**src/hdl/slisu_pkg.sv**
```systemverilog
// types and constants for the sorted list insert/search unit
// no dependencies; used by every module of the block
`timescale 1ns / 1ps

package slisu_pkg;

	localparam int CAPACITY    = 64;
	localparam int VALUE_WIDTH = 32;
	localparam int CNT_W       = $clog2(CAPACITY + 1);

	localparam logic OP_INSERT = 1'b0;
	localparam logic OP_LOOKUP = 1'b1;

	typedef logic signed [VALUE_WIDTH-1:0] key_t;
	typedef logic [CNT_W-1:0] count_t;

	typedef struct packed {
		logic              operation;
		logic signed [31:0] value;
	} cmd_item_t;

	typedef struct packed {
		logic              found;
		logic              overflow;
		logic [6:0]        entry_count;
		logic              list_empty;
		logic signed [31:0] median_value;
	} res_item_t;

	// broadcast to every cell of the row
	typedef struct packed {
		logic ins_en;
		logic med_shift;
		key_t key;
	} bcast_t;

	// handed from a cell to its right neighbor
	typedef struct packed {
		key_t entry;
		logic gt;
		logic med;
	} link_t;

	// sign-extend or wrap the 32-bit input to the stored width
	function automatic key_t to_key(logic signed [31:0] v);
		logic signed [63:0] w;
		w = 64'(v);
		return w[VALUE_WIDTH-1:0];
	endfunction

	// stored entry back to the 32-bit result field
	function automatic logic signed [31:0] from_key(key_t k);
		logic signed [63:0] w;
		w = 64'(k);
		return w[31:0];
	endfunction

endpackage

```
**src/hdl/slisu_cell.sv**
```systemverilog
// one cell of the sorted row: holds one entry and a median marker bit
// depends on slisu_pkg
`timescale 1ns / 1ps

module slisu_cell (
	input  logic              clk,
	input  logic              arst_n,
	input  slisu_pkg::bcast_t bc,
	input  slisu_pkg::link_t  left,
	input  logic              occ,
	input  logic              at_end,
	output slisu_pkg::link_t  right,
	output logic              hit,
	output slisu_pkg::key_t   med_sel
);
	import slisu_pkg::*;

	key_t entry_q;
	logic mark_q;   // median lies right of this cell
	logic gt;

	assign gt    = occ && (entry_q > bc.key);
	assign hit   = occ && (entry_q == bc.key);
	assign right = '{entry: entry_q, gt: gt, med: mark_q};

	// median is here when the left marker is set and ours is clear
	assign med_sel = (occ && left.med && !mark_q) ? entry_q : '0;

	always_ff @(posedge clk) begin
		if (bc.ins_en) begin
			if (left.gt) begin
				entry_q <= left.entry;
			end else if (gt || at_end) begin
				entry_q <= bc.key;
			end
		end
	end

	always_ff @(posedge clk or negedge arst_n) begin
		if (!arst_n) begin
			mark_q <= 1'b0;
		end else if (bc.med_shift) begin
			mark_q <= left.med;
		end
	end

endmodule

```
**config.mk**
```make
export PLATFORM = sky130hd
export DESIGN_NAME = slisu_cell
export DESIGN_NICKNAME = d
export VERILOG_FILES = /design/src/hdl/slisu_pkg.sv /design/src/hdl/slisu_cell.sv
export SDC_FILE = /design/constraint.sdc
export NUM_CORES = 1
export LEC_CHECK = 0
export ABC_AREA = 1
export BUFFER_PORTS_ARGS = -buffer_cell sky130_fd_sc_hd__buf_4
export CAP_MARGIN = 20
export CELL_PAD_IN_SITES_DETAIL_PLACEMENT = 1
export CELL_PAD_IN_SITES_GLOBAL_PLACEMENT = 1
export CORE_MARGIN = 10
export CORE_UTILIZATION = 31
export DETAILED_ROUTE_END_ITERATION = 10
export GPL_ROUTABILITY_DRIVEN = 0
export GPL_TIMING_DRIVEN = 0
export PLACE_DENSITY_LB_ADDON = 0.1
export REMOVE_ABC_BUFFERS = 1
export SLEW_MARGIN = 5
export SYNTH_ARGS = -nofsm -noshare
export SYNTH_HDL_FRONTEND = slang
export SYNTH_SLANG_ARGS = --single-unit
```
**constraint.sdc**
```tcl
create_clock -name clk -period 3.1 [get_ports clk]
set_input_delay 0.155 -clock clk [delete_from_list [all_inputs] [get_ports clk]]
set_output_delay 0.155 -clock clk [all_outputs]
set_load 0.03 [all_outputs]
```
* Yosys cells after proc, flatten, opt, wreduce, memory -nomap -nowiden
Cells that the tools add are included.
** Storage, ports and cells
- Register bits :: 33
- Bits of input ports :: 72
- Output and inout port bits :: 67
- Word-level logic and storage cells :: 15
** Cells by class
- Order comparisons :: 1
- Equality and inequality tests :: 1
- Mux-type cells :: 3
- Reductions and logical operators :: 8
** Operators with widths (number)
- $mux 32 :: 3
- $eq 32x32->1 :: 1
- $gt 32x32->1 :: 1
- $logic_and 1x1->1 :: 4
- $reduce_and 2->1 :: 1
- $reduce_bool 2->1 :: 1
- $logic_not 1->1 :: 1
- $logic_or 1x1->1 :: 1

* Depth between registers and ports, before layout
- Word-level depth :: 5
- Gate-level depth with buffers :: 17
- Mapped depth without buffers :: 16

* Least setup slack after synthesis
Ideal clock, no wire load.
- Kind :: register to register
- Start point :: reg entry_q[31]
- End point :: reg entry_q[0] (enable)
- Setup time :: 0.400 ns
- Arrival :: 2.527 ns
- Required time :: 2.700 ns
- Setup slack :: 0.173 ns
- Stages on the path, launching flop included :: 10
- Path buffers :: 0
- Period minus slack after synthesis :: 2.927 ns
- Cells stage by stage :: edfxtp_1 -> ha_1 -> nand2_2 -> nor2_2 -> nand3b_2 -> nor2_2 -> nand2_1 -> nand3_1 -> nand3_2 -> a21oi_2
** On the way
- Word-level cells in the longest chain between the ends :: 5
** RTL lines
- start, declared :: line slisu_cell.sv:18 : key_t entry_q;
- start signal, assigned :: line slisu_cell.sv:32 : entry_q <= left.entry;
- start signal, assigned :: line slisu_cell.sv:34 : entry_q <= bc.key;
- $gt 32x32->1 :: line slisu_cell.sv:22 : assign gt = occ && (entry_q > bc.key);
- $logic_and 1x1->1 :: line slisu_cell.sv:22
- $logic_or 1x1->1 :: line slisu_cell.sv:33 : end else if (gt || at_end) begin
- $reduce_bool 2->1 (no line)
- $reduce_and 2->1 (no line)
No other way between the ends.
A chain may end at the register's enable or synchronous reset.

* Final worst setup path
- Start point :: reg entry_q[23]
- End point :: reg entry_q[26] (enable)
Same word-level chain as after synthesis.

==> results.json <==
{
  "status": "finished clean",
  "yosysSeqAreaShare": 0.395,
  "grt_max_degree": 65,
  "grt_usage": 0.133,
  "antenna_found_initial": 0,
  "p_per_area_nw_per_um2": 359,
  "route.antenna.remaining_nets": 0,
  "path_delay_family": "simple AND/OR/NAND/NOR gates",
  "synth_cell_types": 23,
  "fp.dieH_um": 110,
  "areaGrowthSynthToFinish_pct": 49.8,
  "dr.pass1.iters": 4,
  "fin_cells": 565,
  "cts_hold_buffers": 1,
  "period_share": 0.802,
  "drive_gt1_frac": 0.328,
  "die_area_um2": 12000,
  "htreeDepth": 2,
  "cp_max_fo": 23,
  "endpoint_kind": "flip-flop",
  "synth_cells": 326,
  "crit_path_start_kind": "flip-flop",
  "die_x_um": 110,
  "drc": 0,
  "crit_top_cell": "nand2_1",
  "antenna_cells": 0,
  "start_util": 0.321,
  "rsz0062_at_grt": "no",
  "placed_area_um2": 3650,
  "async_flop_share": 0.0303,
  "synth_flop_cell": "edfxtp_1",
  "vdd_ir_drop_max_v": 0.000177,
  "ctsResizeCount": 0,
  "synth_edf_count": 32,
  "cp_slowest_stage_delay_ns": 0.42,
  "grt_pass1_wl_um": 12800,
  "synth-warning-count": 0,
  "hold_class": "primary input to flip-flop",
  "synthesis.area_um2": 2490,
  "io_buffers": 138,
  "post-cts-setup-buffers": 0,
  "cap_violations": 0,
  "cp_num_buf_inv": 1,
  "synth_top_family_by_area": "simple AND/OR/NAND/NOR gates",
  "final_cell_area_um2": 3740,
  "synthXorXnorAreaFrac": 0,
  "placed_cells": 556,
  "hold_violations": 0,
  "crit_chain": "ha_1 > nand2_1 > nor2_1 > nand3b_2 > nor2_2 > nand2_1 > nand3_1 > nand3_2 > a21oi_4 > buf_12",
  "drt-initial-drc-count": 61,
  "vias": 2528,
  "synth_compound_area_frac": 0.111,
  "core_um2": 7770,
  "slew_headroom": 0.517,
  "hpwl_um": 6900,
  "synth.avg_cell_area_um2": 7.65,
  "cts_buffers": 5,
  "synthMuxAreaShare": 0.00451,
  "yosys.area_share.simple": 0.194,
  "period_minus_slack_ns": 2.49,
  "path_class": "flip-flop to flip-flop",
  "cp.required_ns": 3.09,
  "rows": 32,
  "wl_per_cell_um": 14.5,
  "grt_pass1_vias": 2685,
  "clock_skew_ns": 0.00415,
  "ios": 139,
  "synth_adder_area_share": 0.160,
  "fill_cells": 983,
  "leakage_nw": 2.06,
  "worst_pin_slew_ns": 0.722,
  "tritoncts": "built",
  "setup_viol_count_final": 0,
  "slew_violations": 0,
  "cts.sinks": 33,
  "clockRootBuffer": "clkbuf_8",
  "cp.arrival_ns": 2.47,
  "grt_overflow_total": 0,
  "routed_wirelength_um": 8190,
  "p_total_mw": 1.34,
  "via_per_inst": 4.47,
  "clockBufferDepth": 2,
  "fmax_mhz": 402,
  "synth-seq-cells": 33,
  "nets": 566,
  "insertion_delay_ns": 0.28,
  "cts.clk_slew.worst_paths_ns": 0.07,
  "cp_slowest_cell": "edfxtp_1"
}
-- cell usage in the layout (no fill, tap or decap), drive strengths merged --
cell,instances
nor3,1
ha,32
a21o,1
dfrtp,1
mux2,1
buf,140
nand3b,1
o21ai,34
nand3,6
nor2,42
nand2,66
a21oi,16
o21a,2
nor4,1
nand4,2
dlygate4sd3,1
inv,76
edfxtp,32
clkbuf,8
-- state kept, by name (all words and copies together) (netlist names) --
name,cells
entry_q,32
mark_q,1
-- synth_stat cells, types with 2 or more instances --
cell type   n  area share
a21oi_1    15       0.030
buf_1       3      0.0045
buf_4       2      0.0060
clkbuf_1    7       0.011
edfxtp_1   32        0.39
ha_1       32        0.16
inv_1      76        0.11
nand2_1    65       0.098
nand3_1     5       0.010
nand4_1     2      0.0050
nor2_1     40       0.060
nor2_2      2      0.0050
o21a_1      2      0.0060
o21ai_0    34       0.068
-- final cells by class --
| type | instances | area, um^2 | share of cell area |
|---|---|---|---|
| clock buffers | 8 | 80.1 | 0.0214 |
| inverters | 76 | 285 | 0.0763 |
| multi-input cells | 205 | 1180 | 0.315 |
| flip-flops and latches | 33 | 986 | 0.264 |
| well taps | 102 | 128 | 0.0341 |
| repair buffers | 141 | 1080 | 0.289 |
-- worst paths after layout --
check,from,end,slack (ns),depth (start not counted)
hold reg to reg,mark_q,mark_q,0.54,2
setup / recovery,entry_q[23],entry_q[26],0.61,10
hold / removal,bc[32],mark_q,0.06,2
setup reg to reg,entry_q[23],entry_q[26],0.61,10
min in group asynchronous,arst_n,mark_q,0.19,2
max in group asynchronous,arst_n,mark_q,2.83,2
-- per-stage QoR --
step,utilization,hold slack (ns),worst slack [ns],setup TNS [ns]
2_1_floorplan,-,-0.141,0.173,0
3_3_place_gp,0.464,-0.0695,-0.437,-13.93
3_5_place_dp,0.470,-0.0682,0.544,0
4_1_cts,0.481,0.0547,0.528,0
5_1_grt,0.481,0.0575,0.344,0
6_report,0.481,0.0629,0.613,0
-- worst register-to-register path: cells and delay by family, from the launching register on --
family	cells	cell delay, ns
compound gates	1	0.38
buf+inv	1	0.24
simple gates	7	0.83
flops	1	0.42
fa+ha+maj	1	0.31
-- report_power, final --
group	total [mW]	internal, mW	leakage, nW	switching, mW
Clock	0.320	0.160	0.0395	0.161
Combinational	0.460	0.195	1.70	0.266
Sequential	0.562	0.534	0.324	0.0274
-- logic make-up (layout without fill, tap and decap cells) --
kind of cell	count (synthesis)	in the layout
buf+inv	88	225
compound gates	53	53
flops	33	33
mux	1	1
fa+ha+maj	32	32
simple gates	119	119
-- metal layers --
| layer | part of all wire | GRT usage | vias to the layer above |
|---|---|---|---|
| li1 | - | - | 1297 |
| met1 | 0.40 | 0.148 | 1139 |
| met2 | 0.49 | 0.225 | 83 |
| met3 | 0.10 | 0.0597 | 9 |
| met4 | 0.012 | 0.0390 | 0 |
| met5 | 0 | 0 | - |
Note: power is estimated with default switching activity, not from simulation.
